## src/rtl/pcw_pkg.sv

```systemverilog
`timescale 1ns / 1ps
// ----------------------------------------------------------------------------
// pcw_pkg: shared constants, types and helpers for the periodic wrap block
// Fixed-point formats, register indexes, mode codes and the queue payload.
// ----------------------------------------------------------------------------
package pcw_pkg;

	localparam int POS_BITS  = 32;
	localparam int MAT_BITS  = 21;
	localparam int REG_W     = 63;
	localparam int NORM_BITS = 63;
	localparam int FRAC_BITS = 28;
	localparam int MAT_FRAC  = 12;
	localparam int POS_FRAC  = 16;

	localparam int D_W    = POS_BITS + 1;
	localparam int FR_W   = FRAC_BITS + 2;
	localparam int PROD_W = MAT_BITS + FR_W;
	localparam int S_W    = PROD_W + 3;
	localparam int SHIFT  = FRAC_BITS + MAT_FRAC - POS_FRAC;
	localparam int Q_W    = S_W - SHIFT;
	localparam int SQ_W   = 2 * Q_W;
	localparam int NRM_W  = SQ_W + 2;

	localparam int IMG_CNT    = 8;
	localparam int CFG_IDX_W  = 3;
	localparam int FIFO_DEPTH = 4;
	localparam int FIFO_PTR_W = $clog2(FIFO_DEPTH);
	localparam int FIFO_CNT_W = FIFO_PTR_W + 1;

	localparam logic signed [63:0] PMAX = (64'sd1 <<< (POS_BITS - 1)) - 64'sd1;
	localparam logic signed [63:0] PMIN = -PMAX - 64'sd1;

	localparam logic [1:0] MODE_POSITIVE = 2'd0;
	localparam logic [1:0] MODE_ORIGIN   = 2'd1;
	localparam logic [1:0] MODE_VORONOI  = 2'd2;

	localparam logic [CFG_IDX_W-1:0] REG_MODE    = 3'd0;
	localparam logic [CFG_IDX_W-1:0] REG_CELL_A  = 3'd1;
	localparam logic [CFG_IDX_W-1:0] REG_CELL_B  = 3'd2;
	localparam logic [CFG_IDX_W-1:0] REG_CELL_C  = 3'd3;
	localparam logic [CFG_IDX_W-1:0] REG_INV_A   = 3'd4;
	localparam logic [CFG_IDX_W-1:0] REG_INV_B   = 3'd5;
	localparam logic [CFG_IDX_W-1:0] REG_INV_C   = 3'd6;
	localparam logic [CFG_IDX_W-1:0] REG_CENTER  = 3'd7;

	typedef logic [REG_W-1:0] reg_t;

	// centered fractions of one item, Q.28 with headroom
	typedef struct packed {
		logic [2:0][FR_W-1:0] fr;
	} frv_t;

	function automatic logic signed [MAT_BITS-1:0] mat_entry(reg_t r, logic [1:0] idx);
		return r[idx*MAT_BITS +: MAT_BITS];
	endfunction

endpackage

```

## src/rtl/pcw_fifo.sv

```systemverilog
`timescale 1ns / 1ps
// ----------------------------------------------------------------------------
// pcw_fifo: short queue between front and back
// Register-based queue of fraction vectors; either side stalls on its own.
// ----------------------------------------------------------------------------
module pcw_fifo (
	input  logic          clk,
	input  logic          arst_n,
	input  logic          push,
	input  pcw_pkg::frv_t push_data,
	output logic          full,
	input  logic          pop,
	output logic          avail,
	output pcw_pkg::frv_t pop_data
);

	pcw_pkg::frv_t mem_q [pcw_pkg::FIFO_DEPTH];
	logic [pcw_pkg::FIFO_PTR_W-1:0] wr_q, rd_q;
	logic [pcw_pkg::FIFO_CNT_W-1:0] cnt_q;

	assign full     = (cnt_q == pcw_pkg::FIFO_CNT_W'(pcw_pkg::FIFO_DEPTH));
	assign avail    = (cnt_q != '0);
	assign pop_data = mem_q[rd_q];

	always_ff @(posedge clk or negedge arst_n) begin
		if (!arst_n) begin
			wr_q  <= '0;
			rd_q  <= '0;
			cnt_q <= '0;
		end else begin
			if (push) wr_q <= wr_q + 1'b1;
			if (pop) rd_q <= rd_q + 1'b1;
			if (push && !pop) cnt_q <= cnt_q + 1'b1;
			else if (pop && !push) cnt_q <= cnt_q - 1'b1;
		end
	end

	always_ff @(posedge clk) begin
		if (push) mem_q[wr_q] <= push_data;
	end

endmodule

```

## config.mk

```make
export PLATFORM = sky130hd
export DESIGN_NAME = pcw_fifo
export DESIGN_NICKNAME = d
export VERILOG_FILES = /design/src/rtl/pcw_pkg.sv /design/src/rtl/pcw_fifo.sv
export SDC_FILE = /design/constraint.sdc
export NUM_CORES = 1
export LEC_CHECK = 0
export BUFFER_PORTS_ARGS = -buffer_cell sky130_fd_sc_hd__buf_4
export CORE_UTILIZATION = 41
export DETAILED_ROUTE_END_ITERATION = 6
export SLEW_MARGIN = 0
export SYNTH_ARGS = -nofsm -noshare
export SYNTH_HDL_FRONTEND = slang
export SYNTH_SLANG_ARGS = --single-unit
```

## constraint.sdc

```tcl
create_clock -name clk -period 3.72 [get_ports clk]
set_input_delay 0.558 -clock clk [delete_from_list [all_inputs] [get_ports clk]]
set_output_delay 0.558 -clock clk [all_outputs]
set_load 0.03 [all_outputs]
```

# Yosys cells after proc, flatten, opt, wreduce, memory -nomap -nowiden
# Memories as Yosys holds them, arrays and structs flattened.
# Cells that the tools add are included.
# classes
add_sub_neg,4
eq_ne,1
mux,4
n_reduce_logical,6
# ops
cell,count
3-bit 2-to-1 mux,2
2-bit by 1-bit adder with 2-bit output (second input constant),2
3-bit by 1-bit adder with 3-bit output (second input constant),1
3-bit == test (second input constant),1
3-bit nonzero test,1
3-bit by 1-bit subtractor with 3-bit output (second input constant),1
1-bit logical AND,2
1-bit logical NOT,2
1-bit 2-to-1 mux,2
2-bit nonzero test,1
# totals
regBits,7
ramBits,360
word_cells,19
memories,1
# mem_list
name,depth,word_bits,rd,rd_clocked_by_memory_dff,wr,line_no,rtl
mem_q,4,90,1,0,1,pcw_fifo.sv:17,pcw_pkg::frv_t mem_q [pcw_pkg::FIFO_DEPTH];

# Depth between registers and ports, before layout
# Gate-level depths: netlist of run 1.
# logic_depth
ltp_word,4
depth_mapped,7

# Worst setup path before layout of run 1
# Ideal clock, no wire load.
# synth_timing
path_kind,register to register
start,register wr_q[0] (netlist bit)
end,memory mem_q[2][0] (netlist bit) (enable)
setup_time_ps,459
t_arrival_ps,2703
path_slack_ps,559
stages_incl_launch_ff,4
n_path_buf,0
period_less_slack_ps,3161
path_cell_list,dfrtp_1 inv_1 ha_1 and2_1
# synth_lines
element,line_no,rtl
start: declaration,pcw_fifo.sv:18,"logic [pcw_pkg::FIFO_PTR_W-1:0] wr_q, rd_q;"
start signal: assignment,pcw_fifo.sv:31,if (push) wr_q <= wr_q + 1'b1;
end: declaration,pcw_fifo.sv:17,
# Straight into the memory's write port.

==> results.md, run 1 <==
* Multi-input logic area at between 2000 and 2500 sq um
* Hold Crit Class: input pin to flop
* Synth Flop Type: edfxtp_1
* Synth Warn # at 0
* Fin. max-slew vios at 0
* CTS tree: yes
* Met3 GRT Util at 3.81%
* Post-CTS setup buffer count at 0
* Register area at 11,000 sq um
* CP Launch Type: flop
* First-pass GRT wire length at 38,300 microns
* Reg2reg start: wr_q[1]
* Drt first pass iters at 4
* Wire per inst at 21.3 microns
* Power Internal at 9370 uW
* Worst EP required at ~3.2 ns
* Grt met2 use at 26.7%
* Num CTS Buffers at 38
* GRT Total Usage at between 15 and 20%
* Die H at 183 microns
* Mapped Cells at 504
* ANT cells at 0
* Slowest CP cell: mux4_2
* Total power at around 14,000 uW
* Count of clock tree sinks at 367
* Crit-path max FO at 92
* Worst-margin pin slew at 0.771 ns
* Root buffer cell: clkbuf_16
* Fin util at between 50% and 60%
* Leakage at 0.00558 uW
* Seq/Total Area, Yosys at between 80% and 90%
* Die area at 33,400 sq um
* Final Hold Viols at 0
* DRC viols at 0
* Setup crit end kind: primary output
* Clock transition at the registers of the reported paths at 0.06 ns
* Post-synth EDFFs at 360
* Skew-Pair Late Insertion Delay at approximately 0.52 ns
* Fin crit share at 79.1%
* Layout cells sized above 1 at 46.1%
* GP Congestion at 0.697
* Global route overflow at 0
* Setup tns final at 0 ns
* Commonest non-fill, non-tap cells in the layout: 360 x edfxtp_1, 186 x buf_4, 90 x mux4_2
* Vias at 5,888
* Part of the power in registers at 39.9%
* DP HPWL at 14,400 microns
* # setup viols final at 0
* Initial antenna violation count at 0
* Async set or reset register ratio after synthesis at 1.91%
* Worst setup path class: flop to primary output
* Initial Utilization at 42.0%
* Maximum vdd drop at 589 uV
* I/O Buffers at 185
* FF-to-FF End: mem_q[0][71]
* H-tree depth at 2
* Avg Cell Area, Syn at between 20 and 30 sq um
* Unrepaired setup endpoints after global routing: no
* Routed wire length at between 20,000 and 30,000 microns
* Path depth of the worst reg2reg path at 4
* #FFs+latches synth at 367
* Peak per-stage delay on the critical path at 0.62 ns
* Clk buf depth at 3
* Max frequency at between 300 and 400 MHz
* Layout filler cell count at between 2,000 and 3,000
* Largest net degree at the start of global routing at 93
* Syn_nets at 604
* Drt initial violations at 410
* Worst setup path endpoint: pop_data[34]
* Crit path launch: rd_q[0]
* ANT nets after route at 0
* Rows at 65
* Core area at 31,900 sq um
* Worst rel slew slack at between 40% and 50%
* Sw power at 4650 uW
* Post-synthesis cell type count at 18
* Commonest non-fill, non-tap cell in the layout: edfxtp_1
* Die X at 183 microns
* Fin nets at 817
* Max-Cap Viols at 0
* Ports at 186
* P per Cell Area at 853 nW/um^2
* Clock Power Share at about a quarter
* Global routing usage on met1 at about 19%
* Post-Syn Area at 13,400 sq um
* CP arrival at 2.39 ns
* Final clock skew at slightly below 0.02 ns
* Vias in the first global route at 6,560
* Synth-to-layout area growth at 22.7%
* Via/cell ratio at approximately 5.0
* Reg2reg setup slack at 1.69 ns
* Sw Ratio at 33.1%
* Busiest grt layer: met2
* Tmin final at 2.94 ns
* Crit path cell chain: buf_12, mux4_2, buf_4
* Outcome: completed
* Hold Slack at roughly 0.23 ns
* Combinational share of power at 35.7%
## synthesized netlist by cell type (2+ instances only)
cell / instances / area, sq um
and2_1: 4 / 25.0
buf_2: 10 / 50.1
buf_6: 9 / 101
dfrtp_1: 7 / 175
edfxtp_1: 360 / 10800
ha_1: 5 / 62.6
inv_1: 4 / 15.0
mux4_2: 90 / 2030
nand2_1: 2 / 7.51
xnor2_1: 2 / 17.5
xor2_1: 4 / 35.0
## kinds of logic (layout without fill, tap and decap cells)
logic type	after synthesis	after routing	share of synthesized area, %
multiplexers	91	91	15.2
adder cells (fa/ha/maj)	6	6	0.617
AO/OA/AOI/OAI	1	1	0.0373
XOR/XNOR	6	6	0.393
buffers and inverters	24	260	1.30
AND/OR/NAND/NOR	9	9	0.374
flip-flops	367	367	82.1
## metrics by stage
stage	area, sq um	instances	setup WS, ns
after floorplan	13400	504	0.559
after global placement	15300	1111	1.26
after detailed placement	15300	1111	1.25
after CTS	16400	1175	0.691
after global routing	16400	1175	0.609
final	16400	1175	0.776
## cell type report
class | count | share of cell area, %
clock buffers | 44 | 5.93
clock inverters | 19 | 0.830
inverters | 4 | 0.0914
multi-input cells | 113 | 13.6
flip-flops and latches | 367 | 66.9
well taps | 435 | 3.31
repair buffers | 193 | 9.29
## worst min-delay path by stage
stage / slack [ns] / depth (start not counted) / endpoint / start
after detailed placement: 0.38 / 1 / rd_q[0] / arst_n
after global routing: 0.21 / 1 / mem_q[0][3] / push_data[3]
after CTS: 0.21 / 1 / mem_q[2][3] / push_data[3]
after floorplan: 0.26 / 0 / cnt_q[0] / arst_n
after global placement: 0.37 / 1 / rd_q[0] / arst_n
final: 0.23 / 2 / rd_q[0] / pop
## layer usage
metal | up-vias | part of all wire, %
met2 | 152 | 52
met1 | 3095 | 40
met4 | 0 | 1.9
met5 | - | 0
li1 | 2601 | -
met3 | 40 | 5.7
## power groups by stage
stage,clock network (uW),registers (uW),logic (uW)
6_report,3430,5590,5000
5_1_grt,3680,5650,5330
4_1_cts,3530,5600,5140
3_5_place_dp,0,5690,5120
3_3_place_gp,0,5630,5090
2_1_floorplan,0,5670,3450
## worst max-delay path, delay by kind of cell, from the launching register on
family,cells,cell delay [ns]
flops,1,0.42
mux,1,0.62
buf+inv,2,0.78
## sequential cells by signal, summed over array words and instances (netlist names)
register,flops
wr_q,2
mem_q,360
rd_q,2
cnt_q,3
## timing repair
action / in CTS / in global routing
hold endpoints to repair: 7 / 0
hold buffers: 1 / 0
gates resized for setup: 0 / 0
Note: power is estimated with default switching activity, not from simulation.
==> run 2: changes to the inputs <==
--- a/config.mk
+++ b/config.mk
@@ -5,6 +5,7 @@
 export SDC_FILE = /design/constraint.sdc
 export NUM_CORES = 1
 export LEC_CHECK = 0
+export ABC_AREA = 1
 export BUFFER_PORTS_ARGS = -buffer_cell sky130_fd_sc_hd__buf_4
 export CORE_UTILIZATION = 41
 export DETAILED_ROUTE_END_ITERATION = 6
==> constraint.sdc (replaced) <==
create_clock -name clk -period 3 [get_ports clk]
set_input_delay 0.45 -clock clk [delete_from_list [all_inputs] [get_ports clk]]
set_output_delay 0.45 -clock clk [all_outputs]
set_load 0.03 [all_outputs]
==> run 2 against run 1 <==
Compared with the run above: combinational power is 53% higher; largest power group is now combinational logic; utilization fell by 1.4 points; non-clock buffer count rose by 17; flip-flop and latch count unchanged; power increased by 37%; area after synthesis is 10% higher; sequential share of layout area decreased by 5.1 points; final cell count grew 51%.
==> results.md, run 2 <==
* GP Congestion at 0.730
* Path depth of the worst reg2reg path at 5
* Pre-CTS setup slack at 0.826 ns
* Clk buf depth at 3
* Syn_nets at about 1,200
* Commonest non-fill, non-tap cell in the layout: edfxtp_1
* Mapped Cells at approximately 1,100
* Crit path launch: rd_q[0]
* Routed wire length at about 29,000 microns
* Ports at 186
* Synth top area share at 73.3%
* Post-synth EDFFs at 360
* Die X at 192 microns
* Final clock skew at 0.00806 ns
* Initial Utilization at 41.5%
* Synth Flop Type: edfxtp_1
* Max-Cap Viols at 0
* H-tree depth at 2
* Biggest regs: mem_q (360), cnt_q (3)
* Count of clock tree sinks at 367
* Post-Syn Area at 14,700 sq um
* Outcome: completed
* Post-synthesis cell type count at 19
* ANT cells at 0
* Setup crit end kind: primary output
* Maximum vdd drop at ~710 uV
* Fin nets at around 1,400
* Largest register by flop count: mem_q
* Commonest non-fill, non-tap cells in the layout: 360 x edfxtp_1, 284 x nand2_1, 197 x buf_4
* Hold Crit Class: input pin to flop
* Vias in the first global route at 8,120
* Skew-Pair Late Insertion Delay at 0.52 ns
* Tmin final at 2.70 ns
* Most frequent cell after synthesis: edfxtp_1
* Drt first pass iters at 4
* Final Hold Viols at 0
* Global route overflow at 0
* Worst rel slew slack at between 50% and 60%
* ANT nets after route at 0
* Worst EP required at about 2.6 ns
* Via/cell ratio at 4.78
* Initial antenna violation count at 1
* CP arrival at 2.25 ns
* Worst Hold Depth at 1
* Vias at between 8,000 and 9,000
* Total power at 19,200 uW
* Seq/Total Area, Yosys at 74.5%
* Largest net degree at the start of global routing at 73
* Root buffer cell: clkbuf_16
* Die H at 192 microns
* Layout cells sized above 1 at 20.2%
* Synth-to-layout area growth at 20.6%
* Reg2reg setup slack at 1.15 ns
* PnR worst setup slack at 0.298 ns
* Die area at 36,700 sq um
* CTS tree: yes
* Rows at 69
* Unrepaired setup endpoints after global routing: no
* P per Cell Area at 1080 nW/um^2
* Clock transition at the registers of the reported paths at 0.06 ns
* Setup tns final at 0 ns
* Worst setup path class: flop to primary output
* First-pass GRT wire length at 44,900 microns
* DP HPWL at around 17,000 microns
* I/O Buffers at 185
* Worst setup path endpoint: pop_data[3]
* Fin. max-slew vios at 0
* DRC viols at 0
* Num CTS Buffers at 39
* Fin crit share at 90.1%
* Post-synth top area cell: edfxtp_1
* Core area at 35,500 sq um
* Post-CTS setup buffer count at 0
* Area after DPL at 16,600 sq um
* Leakage at around 0.007 uW
* Max reg flops at 360
* Max frequency at 370 MHz
* Worst-margin pin slew at 0.656 ns
* Crit-path max FO at between 50 and 60
* Commonest cells in the synthesized netlist: 360 x edfxtp_1, 284 x nand2_1, 190 x inv_1
* GRT Total Usage at 16.1%
* Hold_sp: push_data[52]
* Avg Cell Area, Syn at 13.4 sq um
* Wire per inst at 16.2 microns
* # setup viols final at 0
* Async set or reset register ratio after synthesis at 1.91%
* Drt initial violations at 454
* #FFs+latches synth at roughly 370
* FF-to-FF End: mem_q[1][19]
* Post-route cell area at roughly 18,000 sq um
* Synth Warn # at 0
* CP Launch Type: flop
* Reg2reg start: wr_q[1]
* Top post-synthesis cells by area: edfxtp_1 73%, o211ai_1 9.2%, nand2_1 7.2%, inv_1 4.8%, buf_6 2.2%
## run 2: how the worst min path moves through the flow
| stage | to | slack (ns) |
|---|---|---|
| 4_1_cts | mem_q[0][14] | 0.09 |
| 5_1_grt | mem_q[0][80] | 0.1 |
| 3_5_place_dp | cnt_q[2] | 0.28 |
| 2_1_floorplan | cnt_q[0] | 0.15 |
| 3_3_place_gp | cnt_q[1] | 0.27 |
| 6_report | mem_q[3][52] | 0.12 |
## run 2: worst max-delay path, stage by stage, from the launching register on
cell and delay, ns:
dfrtp_4 0.86, buf_4 0.38, nand2_1 0.09, o211ai_1 0.11, nand2_1 0.10, buf_4 0.17
## run 2: what timing repair did
action | in CTS | in global routing
hold buffers | 1 | 0
resized for setup | 0 | 0
hold endpoints to repair | 7 | 0
## run 2: logic make-up after synthesis
family / after synthesis / share of synthesized area, %
buffers and inverters: 252 / 8.11
xor gates and xnor gates: 4 / 0.238
adders and majority gates: 6 / 0.560
and+or+nand+nor: 288 / 7.37
AOI/OAI and AO/OA: 181 / 9.20
DFF: 367 / 74.5
## run 2: per-layer routing
layer  global-route usage, %  vias up  share of wire [%]
li1                        -     4195                  -
met1                    20.7     4079                 44
met2                    27.0      181                 48
met3                    3.80       39                5.9
met4                    4.76        2                1.8
met5                       0        -              0.042
## run 2: area by class of cell
type | count | area [sq um]
Timing Repair Buffer | 210 | 1730
Multi-Input combinational cell | 479 | 2560
Inverter | 192 | 732
Sequential cell | 367 | 11000
Clock inverter | 12 | 80.1
Fill cell | 3014 | 17700
Tap cell | 461 | 577
Clock buffer | 55 | 1110
## run 2: through the flow
| step | hold WS, ns | util (%) | instances |
|---|---|---|---|
| 6_report | 0.120 | 50.1 | 1776 |
| 5_1_grt | 0.0971 | 50.1 | 1776 |
| 4_1_cts | 0.0911 | 50.1 | 1776 |
| 3_5_place_dp | 0.275 | 46.7 | 1708 |
| 3_3_place_gp | 0.274 | 46.7 | 1708 |
| 2_1_floorplan | 0.154 | - | 1098 |
## run 2: report_power, final
group / switching, uW / internal (uW)
sequential: 390 / 6700
clock: 1820 / 2650
combinational: 5090 / 2560
total: 7300 / 11900
==> run 3: changes to the inputs <==
--- a/config.mk
+++ b/config.mk
@@ -5,7 +5,6 @@
 export SDC_FILE = /design/constraint.sdc
 export NUM_CORES = 1
 export LEC_CHECK = 0
-export ABC_AREA = 1
 export BUFFER_PORTS_ARGS = -buffer_cell sky130_fd_sc_hd__buf_4
 export CORE_UTILIZATION = 41
 export DETAILED_ROUTE_END_ITERATION = 6
==> run 3 against run 2 <==
Compared with the run above: worst hold slack better by 0.018 ns; design area down 6.3%; largest power group is now registers; power shrank 6.9%; largest cell class unchanged; highest routed layer is now met4.
==> results.md, run 3 (synthesized netlist as in run 1, its figures left out) <==
* Worst rel slew slack at 65.9%
* Max frequency at roughly 370 MHz
* Clk buf depth at 3
* GRT Total Usage at 15.5%
* Clock transition at the registers of the reported paths at around 0.060 ns
* Rows at 65
* Max reg flops at between 300 and 400
* Reg2reg setup slack at 1.07 ns
* Setup tns final at 0 ns
* Leakage at approximately 0.0057 uW
* Multi-input logic area at ~2200 sq um
* Synth-to-layout area growth at 24.4%
* Hold Crit Class: input pin to flop
* CP bufs+invs at 2
* P per Cell Area at between 1000 and 1500 nW/um^2
* Vias at 5,904
* Global route overflow at 0
* Critical path's top delay family: flip-flops
* Core area at 31,900 sq um
* Wire per inst at 21.0 microns
* I/O Buffers at 185
* Root buffer cell: clkbuf_16
* Crit-path max FO at 43
* Initial antenna violation count at 1
* Maximum vdd drop at around 570 uV
* H-tree depth at 2
* Worst Hold Depth at 1
* Fin. max-slew vios at 0
* Via/cell ratio at 4.97
* Vias in the first global route at approximately 6,600
* Register area at ~11,000 sq um
* Count of clock tree sinks at 367
* Commonest non-fill, non-tap cell in the layout: edfxtp_1
* Layout cells sized above 1 at between 40% and 50%
* Layout filler cell count at 2,511
* Worst-margin pin slew at 0.512 ns
* First-pass GRT wire length at 38,400 microns
* Max-Cap Viols at 0
* Area after DPL at about 15,000 sq um
* Drt initial violations at between 300 and 400
* Path depth of the worst reg2reg path at 4
* Peak per-stage delay on the critical path at about 0.6 ns
* Drt first pass iters at 4
* CTS tree: yes
* Biggest regs: mem_q (360), cnt_q (3)
* Post-cts resize count at 0
* # setup viols final at 0
* ANT nets after route at 0
* FF-to-FF End: mem_q[2][23]
* Die H at 183 microns
* Initial Utilization at 42.0%
* Reg2reg start: wr_q[0]
* DP HPWL at roughly 15,000 microns
* Routed wire length at 24,900 microns
* Largest register by flop count: mem_q
* Post-route cell area at 16,700 sq um
* Num CTS Buffers at 38
* Final Hold Viols at 0
* Outcome: completed
* Fin crit share at between 90% and 100%
* Largest net degree at the start of global routing at 52
* Tmin final at about 2.7 ns
* Die X at 183 microns
* Setup crit end kind: primary output
* Fin nets at 822
* Min-Delay Endpoint: mem_q[1][30]
* Final clock skew at 0.0101 ns
* GP Congestion at roughly 0.69
* Hold_sp: push_data[30]
* Crit path cell chain: buf_12, mux4_2, buf_4
* Worst setup path class: flop to primary output
* DRC viols at 0
* Skew-Pair Late Insertion Delay at about 0.50 ns
* Ports at 186
* CP arrival at 2.27 ns
* CP Launch Type: flop
* Commonest non-fill, non-tap cells in the layout: 360 x edfxtp_1, 190 x buf_4, 90 x mux4_2
* Unrepaired setup endpoints after global routing: no
* Die area at about 33,000 sq um
* Worst EP required at roughly 2.6 ns
* Slowest CP cell: dfrtp_4
==> run 3: cell type report <==
cell class | instances | share of cell area [%]
sequential | 367 | 66.0
inverter | 4 | 0.0902
antenna | 1 | 0.0150
clock buffer | 45 | 6.25
clock inverter | 25 | 1.45
timing repair buffer | 198 | 9.47
tap | 435 | 3.27
multi-input combinational | 113 | 13.4
==> run 3: how the worst max path moves through the flow <==
stage	startpoint	to	slack (ns)	depth (start not counted)
5_1_grt	rd_q[0]	pop_data[15]	0.15	3
6_report	rd_q[0]	pop_data[15]	0.28	3
4_1_cts	rd_q[0]	pop_data[15]	0.20	3
2_1_floorplan	wr_q[0]	mem_q[2][0]	0.83	3
3_5_place_dp	rd_q[0]	pop_data[15]	0.75	3
3_3_place_gp	rd_q[0]	pop_data[28]	0.76	3
==> run 3: timing repair <==
| item | CTS | global route |
|---|---|---|
| endpoints found under the hold margin | 7 | 0 |
| hold buffers | 1 | 0 |
| buffers inserted | 0 | 0 |
==> run 3: power by group <==
| group | switching, uW | total [uW] | internal [uW] |
|---|---|---|---|
| registers | 316 | 7020 | 6710 |
| logic | 3610 | 6150 | 2540 |
| clock network | 1870 | 4710 | 2840 |
| total | 5790 | 17900 | 12100 |
==> run 3: metal layers <==
layer  wire length [microns]  track usage [%]
met1                    9940             19.2
met4                     466             4.94
met3                    1590             3.63
met5                       0                0
met2                   12900             26.9
==> run 3: stage by stage <==
| stage | cells | utilization, % | setup slack (ns) | hold WS (ns) | total power, uW |
|---|---|---|---|---|---|
| 2_1_floorplan | 504 | - | 0.829 | 0.154 | 11300 |
| 3_3_place_gp | 1116 | 48.2 | 0.758 | 0.270 | 13300 |
| 3_5_place_dp | 1116 | 48.2 | 0.753 | 0.275 | 13500 |
| 4_1_cts | 1187 | 52.2 | 0.203 | 0.115 | 18200 |
| 5_1_grt | 1188 | 52.2 | 0.148 | 0.117 | 18700 |
| 6_report | 1188 | 52.2 | 0.279 | 0.139 | 17900 |
